File: src/rtl/core/deti_pkg.sv
// shared types and constants for the density/energy table interpolator
`timescale 1ns / 1ps
package deti_pkg;

   localparam int VALUE_W   = 48;
   localparam int ROW_W     = 11;
   localparam int COL_W     = 5;
   localparam int WEIGHT_W  = 17;
   localparam int FRAC_BITS = 16;
   localparam int OUT_LIMIT = 21;
   localparam int CSR_IDX_W = 2;

   localparam logic [WEIGHT_W-1:0] WEIGHT_ONE  = WEIGHT_W'(1) << FRAC_BITS;
   localparam logic [COL_W-1:0]    COL_DENSITY = COL_W'(0);
   localparam logic [COL_W-1:0]    COL_ENERGY  = COL_W'(2);

   typedef enum logic [CSR_IDX_W-1:0] {
      CSR_ROWS_PER_DENSITY,
      CSR_TOTAL_ROWS,
      CSR_DENSITY_MAX,
      CSR_COLUMN_COUNT
   } csr_index_type;

   typedef enum logic {
      OP_LOAD  = 1'b0,
      OP_QUERY = 1'b1
   } op_type;

   typedef struct packed {
      op_type                     op;
      logic [9:0]                 row_index;
      logic [4:0]                 column_index;
      logic signed [VALUE_W-1:0]  entry_value;
      logic signed [VALUE_W-1:0]  query_density;
      logic signed [VALUE_W-1:0]  query_energy;
   } req_type;

   typedef struct packed {
      logic [4:0]                 result_column;
      logic signed [VALUE_W-1:0]  result_value;
      logic                       last;
   } rsp_type;

   typedef struct packed {
      logic [ROW_W-1:0]           rows_per_density;
      logic [ROW_W-1:0]           total_rows;
      logic signed [VALUE_W-1:0]  density_max;
      logic [COL_W-1:0]           column_count;
   } cfg_type;

   localparam cfg_type CFG_RESET = '{
      rows_per_density: ROW_W'(2),
      total_rows:       ROW_W'(0),
      density_max:      VALUE_W'(0),
      column_count:     COL_W'(15)
   };

   typedef enum logic [1:0] {
      KIND_LOAD,
      KIND_DROP,
      KIND_QUERY
   } kind_type;

   typedef struct packed {
      kind_type kind;
      req_type  req;
   } item_type;

   typedef enum logic [4:0] {
      ST_IDLE,
      ST_CHK,
      ST_DRD,
      ST_DCMP,
      ST_DLO_RD,
      ST_DLO_WT,
      ST_DDIV,
      ST_EMIN_RD,
      ST_EMAX_RD,
      ST_EMAX_WT,
      ST_ERD,
      ST_ECMP,
      ST_EDIV,
      ST_C0,
      ST_C1,
      ST_C2,
      ST_C3,
      ST_C4,
      ST_M_UP,
      ST_A_UP,
      ST_M_DN,
      ST_A_DN,
      ST_M_FIN,
      ST_A_FIN,
      ST_OUT,
      ST_ZOUT
   } back_state_type;

endpackage

File: src/rtl/core/deti_front.sv
// input queue that classifies each word as load, dropped load or query
`timescale 1ns / 1ps
module deti_front import deti_pkg::*; #(
   parameter int MAX_ROWS = 1024,
   parameter int COLUMNS  = 21
) (
   input  logic     clock,
   input  logic     reset,
   input  logic     req_push,
   output logic     req_full,
   input  req_type  req_data,
   output logic     item_valid,
   input  logic     item_pop,
   output item_type item
);

   item_type   slot_ff [2];
   logic       wr_ptr_ff, wr_ptr_in;
   logic       rd_ptr_ff, rd_ptr_in;
   logic [1:0] count_ff, count_in;
   item_type   new_item;
   logic       do_push, do_pop;

   always_comb begin
      new_item.req = req_data;
      if (req_data.op == OP_QUERY) begin
         new_item.kind = KIND_QUERY;
      end else if (32'(req_data.row_index) < MAX_ROWS &&
                   32'(req_data.column_index) < COLUMNS) begin
         new_item.kind = KIND_LOAD;
      end else begin
         new_item.kind = KIND_DROP;
      end
   end

   assign req_full   = (count_ff == 2'd2);
   assign item_valid = (count_ff != 2'd0);
   assign item       = slot_ff[rd_ptr_ff];
   assign do_push    = req_push && !req_full;
   assign do_pop     = item_pop && item_valid;

   always_comb begin
      wr_ptr_in = do_push ? !wr_ptr_ff : wr_ptr_ff;
      rd_ptr_in = do_pop ? !rd_ptr_ff : rd_ptr_ff;
      count_in  = count_ff + 2'(do_push) - 2'(do_pop);
   end

   always_ff @(posedge clock) begin
      if (reset) begin
         wr_ptr_ff <= 1'b0;
         rd_ptr_ff <= 1'b0;
         count_ff  <= 2'd0;
      end else begin
         wr_ptr_ff <= wr_ptr_in;
         rd_ptr_ff <= rd_ptr_in;
         count_ff  <= count_in;
      end
      if (do_push) begin
         slot_ff[wr_ptr_ff] <= new_item;
      end
   end

endmodule

File: config.mk
export PLATFORM = sky130hd
export DESIGN_NAME = deti_front
export DESIGN_NICKNAME = d
export VERILOG_FILES = /design/src/rtl/core/deti_pkg.sv /design/src/rtl/core/deti_front.sv
export SDC_FILE = /design/constraint.sdc
export NUM_CORES = 1
export LEC_CHECK = 0
export BUFFER_PORTS_ARGS = -buffer_cell sky130_fd_sc_hd__buf_2
export CORE_MARGIN = 5
export CORE_UTILIZATION = 30
export CTS_CLUSTER_DIAMETER = 150
export CTS_CLUSTER_SIZE = 8
export DETAILED_ROUTE_END_ITERATION = 12
export SYNTH_ARGS = -nofsm -noshare
export SYNTH_HDL_FRONTEND = slang
export SYNTH_SLANG_ARGS = --single-unit
File: constraint.sdc
create_clock -name clock -period 4.9 [get_ports clock]
set_input_delay 0.49 -clock clock [delete_from_list [all_inputs] [get_ports clock]]
set_output_delay 0.49 -clock clock [all_outputs]
set_load 0.05 [all_outputs]
Word level (Yosys, flattened, before mapping). Memories as Yosys holds them, arrays and structs flattened. A register that Yosys moved wholly into a read port is not among the register bits. Index checks and enable logic that the tools add are counted.

$add $sub $neg: 2. Multiply operators: 0. Divide/modulo/power cells: 0. Magnitude comparators: 1. Equality and inequality tests: 1. Shifts and indexed selects: 0. Mux-type cells: 6. Bitwise logic cells: 0. Reduce and logical (&&, ||, !) cells: 6.

Operator list (count): $lt A5 B5 Y1 const B (1); $mux W1 (5); $logic_not A1 Y1 (3); $add A2 B1 Y2 (1); $eq A2 B2 Y1 const B (1); $logic_and A1 B1 Y1 (2); $mux W2 (1); $reduce_bool A2 Y1 (1); $sub A2 B1 Y2 (1).

Bits in registers: 4. Bits in latches: 0. RAM bits: 324. Memory bits (read-only): 0. Bits of input ports: 164. Output and inout bits: 164. Logic and storage cells: 20. Memories: 1.

Memories: slot_ff (depth 2, width 162, read ports 1, clocked after Yosys merged registers in 1, wr ports 1, RTL line deti_front.sv:17) `item_type slot_ff [2];`.

Depth between registers and ports, before layout.
Word-level depth: 5. Mapped depth: 8. Depth with buffers taken out: 8.

Worst setup path before layout. No wires, ideal clock.

Path type: input to register. From: input port req_push. To: memory slot_ff[1][0] in the netlist's numbering (enable). Setup time: 0.541 ns. Arrival: 4.230 ns. Data required time: 4.359 ns. Path slack: 0.129 ns. Stages: 1. Buffers on the path: 0. Cell sequence: and3_1.

Word-level cells in the longest chain between the ends: 3.

Ends and longest elaborated chain: from (decl) (RTL line deti_front.sv:9) `input logic req_push,`; $logic_and A1 B1 Y1 (RTL line deti_front.sv:39) `assign do_push = req_push && !req_full;`; $mux W1 (RTL line deti_front.sv:58) `if (do_push) begin`; $mux W1 (not written as such) (RTL line deti_front.sv:59) `slot_ff[wr_ptr_ff] <= new_item;`; to (decl) (RTL line deti_front.sv:17).

No other way between the ends.

==> results.cfg <==
[power_and_ir_drop]
powerDensity_mw_per_mm2 = 601
vdd.ir_drop.worst_mv = 0.356
leakagePower_nw = 6.00

[route]
ant_nets = 0
wirelength_mm = 25.5
vias_per_cell = 4.22
post_drt_wl_per_cell_um = 17.6
dr.pass1.iters = 4
drtIter0Drc = 213
drc = 0
vias = 6112

[floorplan]
die_area_sq_mm = 0.0449
start_util_pct = 30.2
die_y_um = 212
die-width_um = 212
num_io_pins = 328
fp.coreArea_sq_mm = 0.0406
rows = 74

[synth]
syn-cell-area_sq_mm = 0.0122
synth_cells = 531
synth.net_count = 697
ys_ff_latch = 327
ys_seq_area_share_pct = 79.8
yosys.area.top_type = edfxtp_1
yosys-top-cells-area = edfxtp_1 (79%), mux2_4 (11%), mux2_2 (6.5%)
ys.warnings.count = 0
syn_avg_cell_area_sq_um = 23.0
yosysTopAreaCellShare_pct = 79.0
synth.distinct_cells = 22

[sta]
rsz0062_at_grt = no
maxSlewHeadroom_pct = 38.5
finalCritPeriodShare_pct = 63.8
hold_viol = 0
skew_ns = 0.00807
fin_ws_ns = 1.77
holdWs_ns = 0.137
slew_viol_final = 0
fin_crit_ns = 3.13
finalSetupTns_ns = 0
setup_violations = 0
max_freq_mhz = 320
tightest_slew_ns = 0.923

[worst_setup_path]
crit_path_end_kind = primary output
cp.arrival_ns = 2.64
critPathMaxFanout = 63
crit_type = flop to primary output
crit_path_start_kind = flop
required_ns = 4.41

[outcome]
outcome = finished, final reports clean

[clock_network]
h-tree-depth = 2
clock_latency_ns = 0.54
clk_pin_slew_worst_paths_ns = 0.05
clock-sinks = 327
cts_buffers = 46
clk_root_buffer_cell = clkbuf_16
cts.path.max_buffers = 3
cts_resized = 0
cts_tree = built
holdBufCountCts = 0
cts_setup_buffers = 0

[placement]
dp_hpwl_mm = 16.9
gp_congestion = 0.721
placed_area_sq_mm = 0.0145
place_ws_ns = 2.18
numPortBuffers = 327
placed_cells = 1379

[global_route]
grt_pass1_wl_mm = 37.3
grt_pass1_vias = 6626
grtUsageTotal_pct = 10.9
overflow = 0
antenna_found_initial = 5
grt_max_degree = 110

[layout]
layout.nets = 1061
drive_above_1_share_pct = 60.1
final_cell_mix = buf_2 (327), edfxtp_1 (322), mux2_4 (90)
final_common_cell = buf_2
design_area_sq_mm = 0.0158
fin_cells = 1447
area_delta_synth_final_pct = 28.8

[worst_hold_path]
hold_class = input port to flop

[flow_run]
cap_violations = 0
power by group:
part | leakage [nW] | switching [mW] | total [mW] | internal [mW]
sequential | 3.05 | 0.137 | 3.62 | 3.48
clock | 0.624 | 1.06 | 2.84 | 1.78
combinational | 2.32 | 2.12 | 3.02 | 0.907
cell usage after synthesis:
cell type,n
nand2b_1,1
edfxtp_1,322
buf_6,11
and3_1,1
inv_1,4
buf_4,1
dfxtp_1,5
ha_1,2
o21ai_0,1
a21oi_1,1
buf_2,7
xor2_1,1
or3_1,1
nand2_1,1
nor3b_1,1
mux2_2,71
xnor2_1,2
mux2_4,90
o21a_1,2
or2_2,1
nor2b_1,1
nor2_1,4
sequential cells by signal, summed over array words and instances, names as in the netlist, named ones only:
register,cells
slot_ff,322
wr_ptr_ff,1
count_ff,2
rd_ptr_ff,1
per-layer routing:
layer	track usage [%]	up-vias	part of all wire, %
li1	-	2835	-
met1	12.9	2965	40
met2	17.5	253	47
met3	4.51	53	10
met4	4.33	6	2.4
met5	0	-	0.18
cells by family (layout without fill, tap and decap cells):
| logic type | count (synthesis) | in the layout | synth area share, % |
|---|---|---|---|
| and+or+nand+nor | 11 | 11 | 0.471 |
| muxes | 161 | 161 | 17.6 |
| other | 0 | 2 | 0 |
| xor gates and xnor gates | 3 | 3 | 0.215 |
| DFF | 327 | 327 | 79.8 |
| adders and majority gates | 2 | 2 | 0.204 |
| buffers and inverters | 23 | 405 | 1.48 |
| AOI/OAI and AO/OA | 4 | 4 | 0.204 |
per-stage QoR:
stage	power, mW	util, %
6_report	9.48	38.9
3_5_place_dp	6.75	35.7
2_1_floorplan	6.15	-
5_1_grt	9.89	38.9
3_3_place_gp	6.73	35.7
4_1_cts	9.66	38.9
worst paths after layout:
kind	slack (ns)	cells past startpoint	to	startpoint
max reg2reg	2.30	5	slot_ff[0][18]	count_ff[0]
max	1.77	3	item[63]	flop
min	0.14	1	slot_ff[0][78]	req_data[78]
min reg2reg	0.52	2	rd_ptr_ff	rd_ptr_ff
critical path, stage by stage, from the launching register on:
cell	delay, ns
dfxtp_4	0.87
buf_12	0.37
mux2_2	0.42
buf_2	0.22
area by class of cell:
class                   instances  area (sq um)
diodes                          2          5.00
clock buffers                  66          1290
fillers                      3721         24800
inverters                       4          20.0
multi-input cells             181          2290
flip-flops and latches        327          9770
well taps                     532           666
repair buffers                335          1720
Note: power is estimated with default switching activity, not from simulation.
