### src/rtl/core/deti_pkg.sv
// shared types and constants for the density/energy table interpolator
`timescale 1ns / 1ps
package deti_pkg;

   localparam int VALUE_W   = 48;
   localparam int ROW_W     = 11;
   localparam int COL_W     = 5;
   localparam int WEIGHT_W  = 17;
   localparam int FRAC_BITS = 16;
   localparam int OUT_LIMIT = 21;
   localparam int CSR_IDX_W = 2;

   localparam logic [WEIGHT_W-1:0] WEIGHT_ONE  = WEIGHT_W'(1) << FRAC_BITS;
   localparam logic [COL_W-1:0]    COL_DENSITY = COL_W'(0);
   localparam logic [COL_W-1:0]    COL_ENERGY  = COL_W'(2);

   typedef enum logic [CSR_IDX_W-1:0] {
      CSR_ROWS_PER_DENSITY,
      CSR_TOTAL_ROWS,
      CSR_DENSITY_MAX,
      CSR_COLUMN_COUNT
   } csr_index_type;

   typedef enum logic {
      OP_LOAD  = 1'b0,
      OP_QUERY = 1'b1
   } op_type;

   typedef struct packed {
      op_type                     op;
      logic [9:0]                 row_index;
      logic [4:0]                 column_index;
      logic signed [VALUE_W-1:0]  entry_value;
      logic signed [VALUE_W-1:0]  query_density;
      logic signed [VALUE_W-1:0]  query_energy;
   } req_type;

   typedef struct packed {
      logic [4:0]                 result_column;
      logic signed [VALUE_W-1:0]  result_value;
      logic                       last;
   } rsp_type;

   typedef struct packed {
      logic [ROW_W-1:0]           rows_per_density;
      logic [ROW_W-1:0]           total_rows;
      logic signed [VALUE_W-1:0]  density_max;
      logic [COL_W-1:0]           column_count;
   } cfg_type;

   localparam cfg_type CFG_RESET = '{
      rows_per_density: ROW_W'(2),
      total_rows:       ROW_W'(0),
      density_max:      VALUE_W'(0),
      column_count:     COL_W'(15)
   };

   typedef enum logic [1:0] {
      KIND_LOAD,
      KIND_DROP,
      KIND_QUERY
   } kind_type;

   typedef struct packed {
      kind_type kind;
      req_type  req;
   } item_type;

   typedef enum logic [4:0] {
      ST_IDLE,
      ST_CHK,
      ST_DRD,
      ST_DCMP,
      ST_DLO_RD,
      ST_DLO_WT,
      ST_DDIV,
      ST_EMIN_RD,
      ST_EMAX_RD,
      ST_EMAX_WT,
      ST_ERD,
      ST_ECMP,
      ST_EDIV,
      ST_C0,
      ST_C1,
      ST_C2,
      ST_C3,
      ST_C4,
      ST_M_UP,
      ST_A_UP,
      ST_M_DN,
      ST_A_DN,
      ST_M_FIN,
      ST_A_FIN,
      ST_OUT,
      ST_ZOUT
   } back_state_type;

endpackage

### src/rtl/core/deti_out_queue.sv
// small result queue between the sequencer and the rsp port
`timescale 1ns / 1ps
module deti_out_queue import deti_pkg::*; (
   input  logic    clock,
   input  logic    reset,
   input  logic    push,
   output logic    full,
   input  rsp_type push_data,
   output logic    empty,
   input  logic    pop,
   output rsp_type pop_data
);

   localparam int DEPTH = 4;
   localparam int PW    = $clog2(DEPTH);

   rsp_type       slot_ff [DEPTH];
   logic [PW-1:0] wr_ptr_ff, rd_ptr_ff;
   logic [PW:0]   count_ff, count_in;
   logic          do_push, do_pop;

   assign full     = (count_ff == (PW+1)'(DEPTH));
   assign empty    = (count_ff == '0);
   assign pop_data = slot_ff[rd_ptr_ff];
   assign do_push  = push && !full;
   assign do_pop   = pop && !empty;
   assign count_in = count_ff + (PW+1)'(do_push) - (PW+1)'(do_pop);

   always_ff @(posedge clock) begin
      if (reset) begin
         wr_ptr_ff <= '0;
         rd_ptr_ff <= '0;
         count_ff  <= '0;
      end else begin
         if (do_push) begin
            wr_ptr_ff <= wr_ptr_ff + PW'(1);
         end
         if (do_pop) begin
            rd_ptr_ff <= rd_ptr_ff + PW'(1);
         end
         count_ff <= count_in;
      end
      if (do_push) begin
         slot_ff[wr_ptr_ff] <= push_data;
      end
   end

endmodule

### config.mk
export PLATFORM = sky130hd
export DESIGN_NAME = deti_out_queue
export DESIGN_NICKNAME = d
export VERILOG_FILES = /design/src/rtl/core/deti_pkg.sv /design/src/rtl/core/deti_out_queue.sv
export SDC_FILE = /design/constraint.sdc
export NUM_CORES = 1
export LEC_CHECK = 0
export BUFFER_PORTS_ARGS = -buffer_cell sky130_fd_sc_hd__buf_2
export CAP_MARGIN = 20
export CELL_PAD_IN_SITES_DETAIL_PLACEMENT = 1
export CELL_PAD_IN_SITES_GLOBAL_PLACEMENT = 1
export CORE_MARGIN = 3
export CORE_UTILIZATION = 30
export DETAILED_ROUTE_END_ITERATION = 10
export PLACE_DENSITY = 0.56
export SYNTH_ARGS = -nofsm -noshare
export SYNTH_HDL_FRONTEND = slang
export SYNTH_SLANG_ARGS = --single-unit
### constraint.sdc
create_clock -name clock -period 5.5 [get_ports clock]
set_clock_uncertainty 0.2 [all_clocks]
set_input_delay 1.65 -clock clock [delete_from_list [all_inputs] [get_ports clock]]
set_output_delay 1.65 -clock clock [all_outputs]
set_load 0.01 [all_outputs]
Yosys cells after proc, flatten, opt, wreduce, memory -nomap -nowiden

Memories as Yosys holds them, arrays and structs flattened. A register that Yosys moved wholly into a read port is not among the register bits.
Cells that the tools add are included.

Latch bits: 0
Memories: 1
Output and inout port bits: 56
Bits of input ports: 58
Bits in registers: 7
Logic and storage cells: 18
Bits in writable memories: 216
Bits in read-only memories: 0

Memory list:

| memory  | words | width | read ports | clocked after memory_dff | write ports | RTL line             | RTL |
|---|---|---|---|---|---|---|---|
| slot_ff | 4     | 54    | 1          | 1                        | 1           | deti_out_queue.sv:17 | `rsp_type slot_ff [DEPTH];` |

Reduce and logical (&&, ||, !) cells: 5
$mul: 0
$lt $le $gt $ge: 0
Bitwise operators: 0
Shift-type cells: 0
Divide/modulo/power cells: 0
Equal/unequal tests: 1
Add/subtract/negate cells: 4
Muxes and demuxes: 4

Operators by type and width:

| kind                                                           | number |
|---|---|
| 2-bit by 1-bit adder with 2-bit output (second input constant) | 2 |
| 2-bit 2-to-1 mux                                               | 2 |
| 3-bit by 1-bit adder with 3-bit output                         | 1 |
| 3-bit equality test (second input constant)                    | 1 |
| 3-bit zero test                                                | 1 |
| 3-bit by 1-bit subtractor with 3-bit output                    | 1 |
| 1-bit logical AND                                              | 2 |
| 1-bit zero test                                                | 2 |
| 1-bit 2-to-1 mux                                               | 2 |

Logic depth before layout (Yosys ltp)

Gate-level depths: netlist of run 1.

Depth in word-level cells: 5
Mapped depth: 10
Gate-level depth less buffers: 10

Least setup slack after synthesis of run 1

OpenSTA, ideal clock, no wires.

Path kind: input-to-reg
From: input port push
To: memory slot_ff[0][0] (netlist bit) (enable)
Required time: 4,883 ps
Buffers on the path: 0
Setup time: 417 ps
Slack: 1,623 ps
Cell stages on the path: 3
Data arrival time: 3,259 ps
Path through: inv_1 > nor2_1 > and2_1

Longest elaborated chain between the ends: 3

Ends and longest elaborated chain:

| item                                   | RTL line             | RTL |
|---|---|---|
| start: declaration                     | deti_out_queue.sv:6  | `input logic push,` |
| 1-bit logical AND                      | deti_out_queue.sv:25 | `assign do_push = push && !full;` |
| 1-bit 2-to-1 mux                       | deti_out_queue.sv:43 | `if (do_push) begin` |
| 1-bit 2-to-1 mux (not written as such) | deti_out_queue.sv:44 | `slot_ff[wr_ptr_ff] <= push_data;` |
| end: declaration                       | deti_out_queue.sv:17 |  |

Every way passes these cells.

==> reports/qor.tcl, run 1 <==
set qor(timing.final.max_slew_violations) 0
set qor(fp.dieW_um) 172.7
set qor(cp_top_family) {flip-flops}
set qor(max_freq_mhz) 229.4
set qor(groute.usage.overall_pct) 10.85
set qor(drive_gt1_share_pct) 43.63
set qor(most_common_cell_after_layout_fill_and_taps_aside) {sky130_fd_sc_hd__edfxtp_1}
set qor(critical_path.max_fanout) 42
set qor(clock_pin_slew_worst_setup_and_hold_paths_ns) 0.06
set qor(critPathCaptureType) {output port}
set qor(post_synthesis_to_final_layout_area_growth_pct) 20.24
set qor(yosys.area.top_type_share_pct) 77.77
set qor(core-area_um2) 27180
set qor(vdd_drop_max_mv) 0.1723
set qor(fp.dieArea_um2) 29840
set qor(cts.sink_count) 225
set qor(synth_top_area_cell) {sky130_fd_sc_hd__edfxtp_1}
set qor(holdCritStartpoint) {rd_ptr_ff[0]}
set qor(grt_start_max_net_pins) 55
set qor(via_count) 3785
set qor(worst-setup-path-type) {reg2out}
set qor(syn_area_um2) 8340
set qor(timing.critical_path.cells) {buf_4 -> mux4_2 -> buf_2}
set qor(power.static_leakage_nw) 3.341
set qor(antenna_found_initial) 1
set qor(start_util_pct) 30.69
set qor(cp_num_buf_inv) 2
set qor(first_global_vias) 4382
set qor(synth.distinct_cells) 26
set qor(ys_seq_area_share_pct) 79.93
set qor(maxCapViolCount) 0
set qor(synthesis.instances) 333
set qor(warning_count_from_the_yosys_run) 0
set qor(grt_first_pass_wirelength_mm) 25.55
set qor(hold_buffers) 0
set qor(post_route_non_filler_standard_cell_count) 851
set qor(critPathLaunchType) {register}
set qor(dp_hpwl_mm) 9.328
set qor(remaining_drc_errors) 0
set qor(numPortBuffers) 113
set qor(total_power_w) 0.004638
set qor(synth-seq-cells) 225
set qor(tightest_slew_ns) 0.9139
set qor(grt_setup_unrepaired) {no}
set qor(numPlacedInstances) 807
set qor(placed_area_um2) 9259
set qor(detail_route.first_pass.iterations) 4
set qor(critPathMaxStageDelay_ns) 0.93
set qor(final-hold-violation-count) 0
set qor(ys_top_cells_by_area) {sky130_fd_sc_hd__edfxtp_1 78%, sky130_fd_sc_hd__mux4_2 14%, sky130_fd_sc_hd__dfxtp_1 2.2%, sky130_fd_sc_hd__mux4_1 1.3%, sky130_fd_sc_hd__buf_12 1.2%}
set qor(worst_skew_pair.late_latency_ns) 0.51
set qor(register_area_um2) 6674
set qor(slowest_stage) {sky130_fd_sc_hd__dfxtp_4}
set qor(finalCriticalPeriod_ns) 4.360
set qor(critical_path.reg2reg.startpoint) {count_ff[1]}
set qor(overflow) 0
set qor(worst_ep_arrival_time_ns) 2.51
set qor(setup-violations-final) 0
set qor(outcome) {finished, final reports clean}
set qor(clock_tree.htree_level_count) 1
set qor(cts.root.buffer_cell) {sky130_fd_sc_hd__clkbuf_16}
set qor(placementRows) 60
set qor(floorplan.io_pins) 114
set qor(hold_path_class) {reg2reg}
set qor(final.period_utilization_pct) 79.27
set qor(fin_area_um2) 10030
set qor(post_cts_resized) 0
set qor(fin_nets) 527
set qor(postCtsSetupRepairBufs) 0
set qor(layout_common_cells) {216 x sky130_fd_sc_hd__edfxtp_1, 113 x sky130_fd_sc_hd__buf_2, 50 x sky130_fd_sc_hd__mux4_2}
set qor(place.gp.congestion) 0.6424
set qor(antenna-diode-count) 0
set qor(first_iter_violations) 277
set qor(syn_nets) 398
set qor(cellPowerDensity_nw_per_um2) 462.5
set qor(nFillCells) 2699
set qor(wl_per_cell_um) 19.24
set qor(post_drt_via_cell_ratio) 4.448
set qor(total_cts_buffers) 25
set qor(syn_avg_cell_area_um2) 25.05
set qor(multiInputGateArea_um2) 1509
set qor(total_negative_setup_slack_ns) 0
set qor(critPathRequiredTime_ns) 3.65
set qor(cts_tree) {done}
set qor(route.antenna.remaining_nets) 0
set qor(relSlewSlack_pct) 39.08
set qor(cts_buffer_depth) 3
set qor(fin_hold_ws_ns) 0.3289
set qor(postRouteWirelength_mm) 16.38
set qor(die_span_in_y_um) 172.7
-- report_power, final --
part	switching [W]	internal, W	total, W
clock	0.000638	0.000922	0.00156
combinational	0.000406	0.000456	0.000862
sequential	0.000152	0.00206	0.00222
-- cells by family (layout without fill, tap and decap cells) --
kind of cell               after synthesis  count (layout)  share of synthesized area, %
muxes                                   55              55                         14.88
DFF                                    225             225                         79.93
xor gates and xnor gates                 3               3                        0.3151
AOI/OAI and AO/OA                        5               5                        0.3900
adders and majority gates                7               7                         1.140
and+or+nand+nor                         17              17                         1.245
buffers and inverters                   21             167                         2.100
-- registers in the layout, indices dropped and copies added, names as in the netlist, named ones only --
name / flops
wr_ptr_ff: 2
count_ff: 3
rd_ptr_ff: 2
slot_ff: 216
-- cell type report --
type                    count  area share, %
repair buffers            115          5.789
multi-input cells          87          15.05
clock inverters            17          1.360
inverters                   8         0.2994
clock buffers              27          6.313
well taps                 372          4.641
flip-flops and latches    225          66.55
-- worst min-delay path: stages, from the launching register on --
cell	delay [ns]
sky130_fd_sc_hd__dfxtp_1	0.34
sky130_fd_sc_hd__xor2_1	0.08
sky130_fd_sc_hd__nor2_1	0.07
-- cell usage after synthesis --
master	number
sky130_fd_sc_hd__a21oi_1	2
sky130_fd_sc_hd__and2_1	4
sky130_fd_sc_hd__buf_12	5
sky130_fd_sc_hd__buf_2	5
sky130_fd_sc_hd__buf_6	1
sky130_fd_sc_hd__clkbuf_1	1
sky130_fd_sc_hd__clkbuf_2	1
sky130_fd_sc_hd__dfxtp_1	9
sky130_fd_sc_hd__edfxtp_1	216
sky130_fd_sc_hd__fa_1	1
sky130_fd_sc_hd__ha_1	6
sky130_fd_sc_hd__inv_1	8
sky130_fd_sc_hd__mux2i_1	1
sky130_fd_sc_hd__mux4_1	4
sky130_fd_sc_hd__mux4_2	50
sky130_fd_sc_hd__nand2_1	1
sky130_fd_sc_hd__nand2b_1	2
sky130_fd_sc_hd__nor2_1	4
sky130_fd_sc_hd__nor2b_1	2
sky130_fd_sc_hd__nor3_2	1
sky130_fd_sc_hd__nor3b_2	1
sky130_fd_sc_hd__o21ai_0	2
sky130_fd_sc_hd__o31ai_2	1
sky130_fd_sc_hd__or3_1	2
sky130_fd_sc_hd__xnor2_1	2
sky130_fd_sc_hd__xor2_1	1
-- worst paths after layout --
kind / end / slack, ns / cells after the start
max: pop_data[9] / 1.14 / 3
min: register / 0.33 / 2
max reg2reg: count_ff[2] / 2.92 / 10
min reg2reg: register / 0.33 / 2
-- routing by layer --
| metal | share of wire (%) | vias to the layer above | GRT usage [%] |
|---|---|---|---|
| li1 | - | 1669 | - |
| met3 | 5.0 | 29 | 2.657 |
| met5 | 0.079 | - | 0 |
| met2 | 50 | 91 | 18.57 |
| met4 | 2.0 | 2 | 3.142 |
| met1 | 42 | 1994 | 13.79 |
-- through the flow --
stage	util [%]	setup slack (ns)
floorplan	-	1.623
detailed placement	34.07	1.539
CTS	36.90	0.9678
finish	36.90	1.140
global placement	34.07	1.548
global route	36.90	0.8859
Note: power is estimated with default switching activity, not from simulation.
==> run 2: changes to the inputs <==
==> constraint.sdc (replaced) <==
create_clock -name clock -period 4.46 [get_ports clock]
set_clock_uncertainty 0.2 [all_clocks]
set_input_delay 1.338 -clock clock [delete_from_list [all_inputs] [get_ports clock]]
set_output_delay 1.338 -clock clock [all_outputs]
set_load 0.01 [all_outputs]
==> run 2 against run 1 <==
Setup slack got worse by 0.45 ns. Core utilization increased by 0.28 points. Final area increased by 0.76%. Non-clock buffer count did not move. Routed wire length shrank 1.7%. Sequential power grew 21%. Die area did not move. Critical endpoint is now pop_data[49].
==> reports/qor.tcl, run 2 (same netlist as run 1, synthesis figures left out) <==
set qor(outcome) {finished, final reports clean}
set qor(timing.final.max_slew_violations) 0
set qor(worst-setup-path-type) {reg2out}
set qor(met1_usage_pct) 13.10
set qor(number_of_flip_flops_under_the_largest_register_name) 216
set qor(detail_route.first_pass.iterations) 4
set qor(clock_pin_slew_worst_setup_and_hold_paths_ns) 0.06
set qor(total_cts_buffers) 25
set qor(cp_top_family) {flip-flops}
set qor(first_iter_violations) 204
set qor(setup-violations-final) 0
set qor(worst_r2r_path_depth) 10
set qor(cts_tree) {done}
set qor(fp.dieArea_um2) 29840
set qor(remaining_drc_errors) 0
set qor(antenna-diode-count) 0
set qor(worst_ep_arrival_time_ns) 2.23
set qor(utilization_pct) 37.18
set qor(postRouteWirelength_mm) 16.09
set qor(post_cts_resized) 0
set qor(via_count) 3729
set qor(cp_num_buf_inv) 2
set qor(start_util_pct) 30.69
set qor(relSlewSlack_pct) 38.92
set qor(drive_gt1_share_pct) 44.17
set qor(groute.usage.overall_pct) 10.71
set qor(depth_of_the_worst_hold_timing_path) 2
set qor(clock_tree.htree_level_count) 1
set qor(top_regs) {slot_ff (216), count_ff (3)}
set qor(cts.root.buffer_cell) {sky130_fd_sc_hd__clkbuf_16}
set qor(cts_buffer_depth) 3
set qor(busiest_layer) {met2}
set qor(dp_hpwl_mm) 9.001
set qor(first_global_vias) 4268
set qor(grt_start_max_net_pins) 55
set qor(hold_buffers) 0
set qor(numPortBuffers) 113
set qor(layout_common_cells) {216 x sky130_fd_sc_hd__edfxtp_1, 113 x sky130_fd_sc_hd__buf_2, 50 x sky130_fd_sc_hd__mux4_2}
set qor(slowest_stage) {sky130_fd_sc_hd__dfxtp_4}
set qor(antenna_found_initial) 3
set qor(worst_skew_pair.late_latency_ns) 0.50
set qor(regMostFlops) {slot_ff}
set qor(vdd_drop_max_mv) 0.2789
set qor(grt_first_pass_wirelength_mm) 25.08
set qor(die_span_in_y_um) 172.7
set qor(fin_nets) 527
set qor(critPathMaxStageDelay_ns) 0.62
set qor(core-area_um2) 27180
set qor(tightest_slew_ns) 0.9161
set qor(overflow) 0
set qor(worst-path-stages) 3
set qor(wl_per_cell_um) 18.89
set qor(critPathRequiredTime_ns) 2.92
set qor(post_drt_via_cell_ratio) 4.377
set qor(maxCapViolCount) 0
set qor(hold_path_class) {reg2reg}
set qor(critPathCaptureType) {output port}
set qor(final.period_utilization_pct) 84.43
set qor(final-hold-violation-count) 0
set qor(timing.critical_path.cells) {buf_12 -> mux4_1 -> buf_2}
set qor(power.static_leakage_nw) 3.365
set qor(postCtsSetupRepairBufs) 0
set qor(gr-usage-met2_pct) 18.55
set qor(route.antenna.remaining_nets) 0
set qor(placementRows) 60
set qor(most_common_cell_after_layout_fill_and_taps_aside) {sky130_fd_sc_hd__edfxtp_1}
set qor(cts.sink_count) 225
set qor(fp.dieW_um) 172.7
set qor(globalRouteMet3Util_pct) 3.404
set qor(total_power_w) 0.005874
set qor(grt_setup_unrepaired) {no}
set qor(finalCriticalPeriod_ns) 3.766
set qor(floorplan.io_pins) 114
set qor(total_negative_setup_slack_ns) 0
set qor(max_freq_mhz) 265.6
set qor(post_synthesis_to_final_layout_area_growth_pct) 21.15
set qor(critical_path.max_fanout) 25
set qor(cellPowerDensity_nw_per_um2) 581.3
set qor(critPathLaunchType) {register}
set qor(place.gp.congestion) 0.6594
## run 2: cell count changes in the layout (fill, tap and decap cells not counted)
cell / before / now
sky130_fd_sc_hd__buf_4: 2 / 1
sky130_fd_sc_hd__clkbuf_1: 2 / 0
sky130_fd_sc_hd__clkinv_4: 0 / 1
sky130_fd_sc_hd__inv_8: 1 / 0
sky130_fd_sc_hd__bufinv_16: 2 / 4
sky130_fd_sc_hd__clkinv_2: 6 / 4
sky130_fd_sc_hd__inv_6: 1 / 2
sky130_fd_sc_hd__buf_12: 0 / 1
sky130_fd_sc_hd__clkinvlp_4: 0 / 2
## run 2: worst reg2reg max path: cells and delay by family, from the launching register on
kind / cells / cell delay, ns
buf+inv: 2 / 0.13
simple gates: 3 / 0.52
flops: 1 / 0.47
fa+ha+maj: 3 / 0.86
xor+xnor: 2 / 0.33
## run 2: final cells by class
class / count / area (µm²)
fill: 2667 / 17070
sequential: 225 / 6674
multi-input combinational: 87 / 1509
clock buffer: 25 / 625.6
timing repair buffer: 115 / 593.1
tap: 372 / 465.4
clock inverter: 20 / 207.7
inverter: 8 / 30.03
## run 2: final timing paths
check | slack [ns] | to | start
min | 0.29 | register | rd_ptr_ff[1]
min reg2reg | 0.29 | register | rd_ptr_ff[1]
max | 0.69 | pop_data[49] | register
max reg2reg | 1.85 | count_ff[2] | count_ff[1]
## run 2: power breakdown
group | switching (W) | total [W] | internal, W
logic | 0.000552 | 0.00113 | 0.000573
registers | 0.000137 | 0.00268 | 0.00255
clock network | 0.000810 | 0.00207 | 0.00126
total | 0.00150 | 0.00587 | 0.00437
## run 2: through the flow
| stage | area, µm² | std cells | setup slack, ns | hold slack, ns |
|---|---|---|---|---|
| 2_1_floorplan | 8341 | 333 | 0.8953 | 0.2591 |
| 3_3_place_gp | 9271 | 807 | 1.064 | 0.2640 |
| 3_5_place_dp | 9271 | 807 | 0.9514 | 0.2734 |
| 4_1_cts | 10100 | 852 | 0.5984 | 0.2909 |
| 5_1_grt | 10100 | 852 | 0.5138 | 0.3148 |
| 6_report | 10100 | 852 | 0.6944 | 0.2929 |
## run 2: metal layers
metal	vias to the layer above	routed length, µm
li1	1666	-
met3	33	1002
met1	1929	6572
met2	95	8116
met5	-	41
met4	6	360
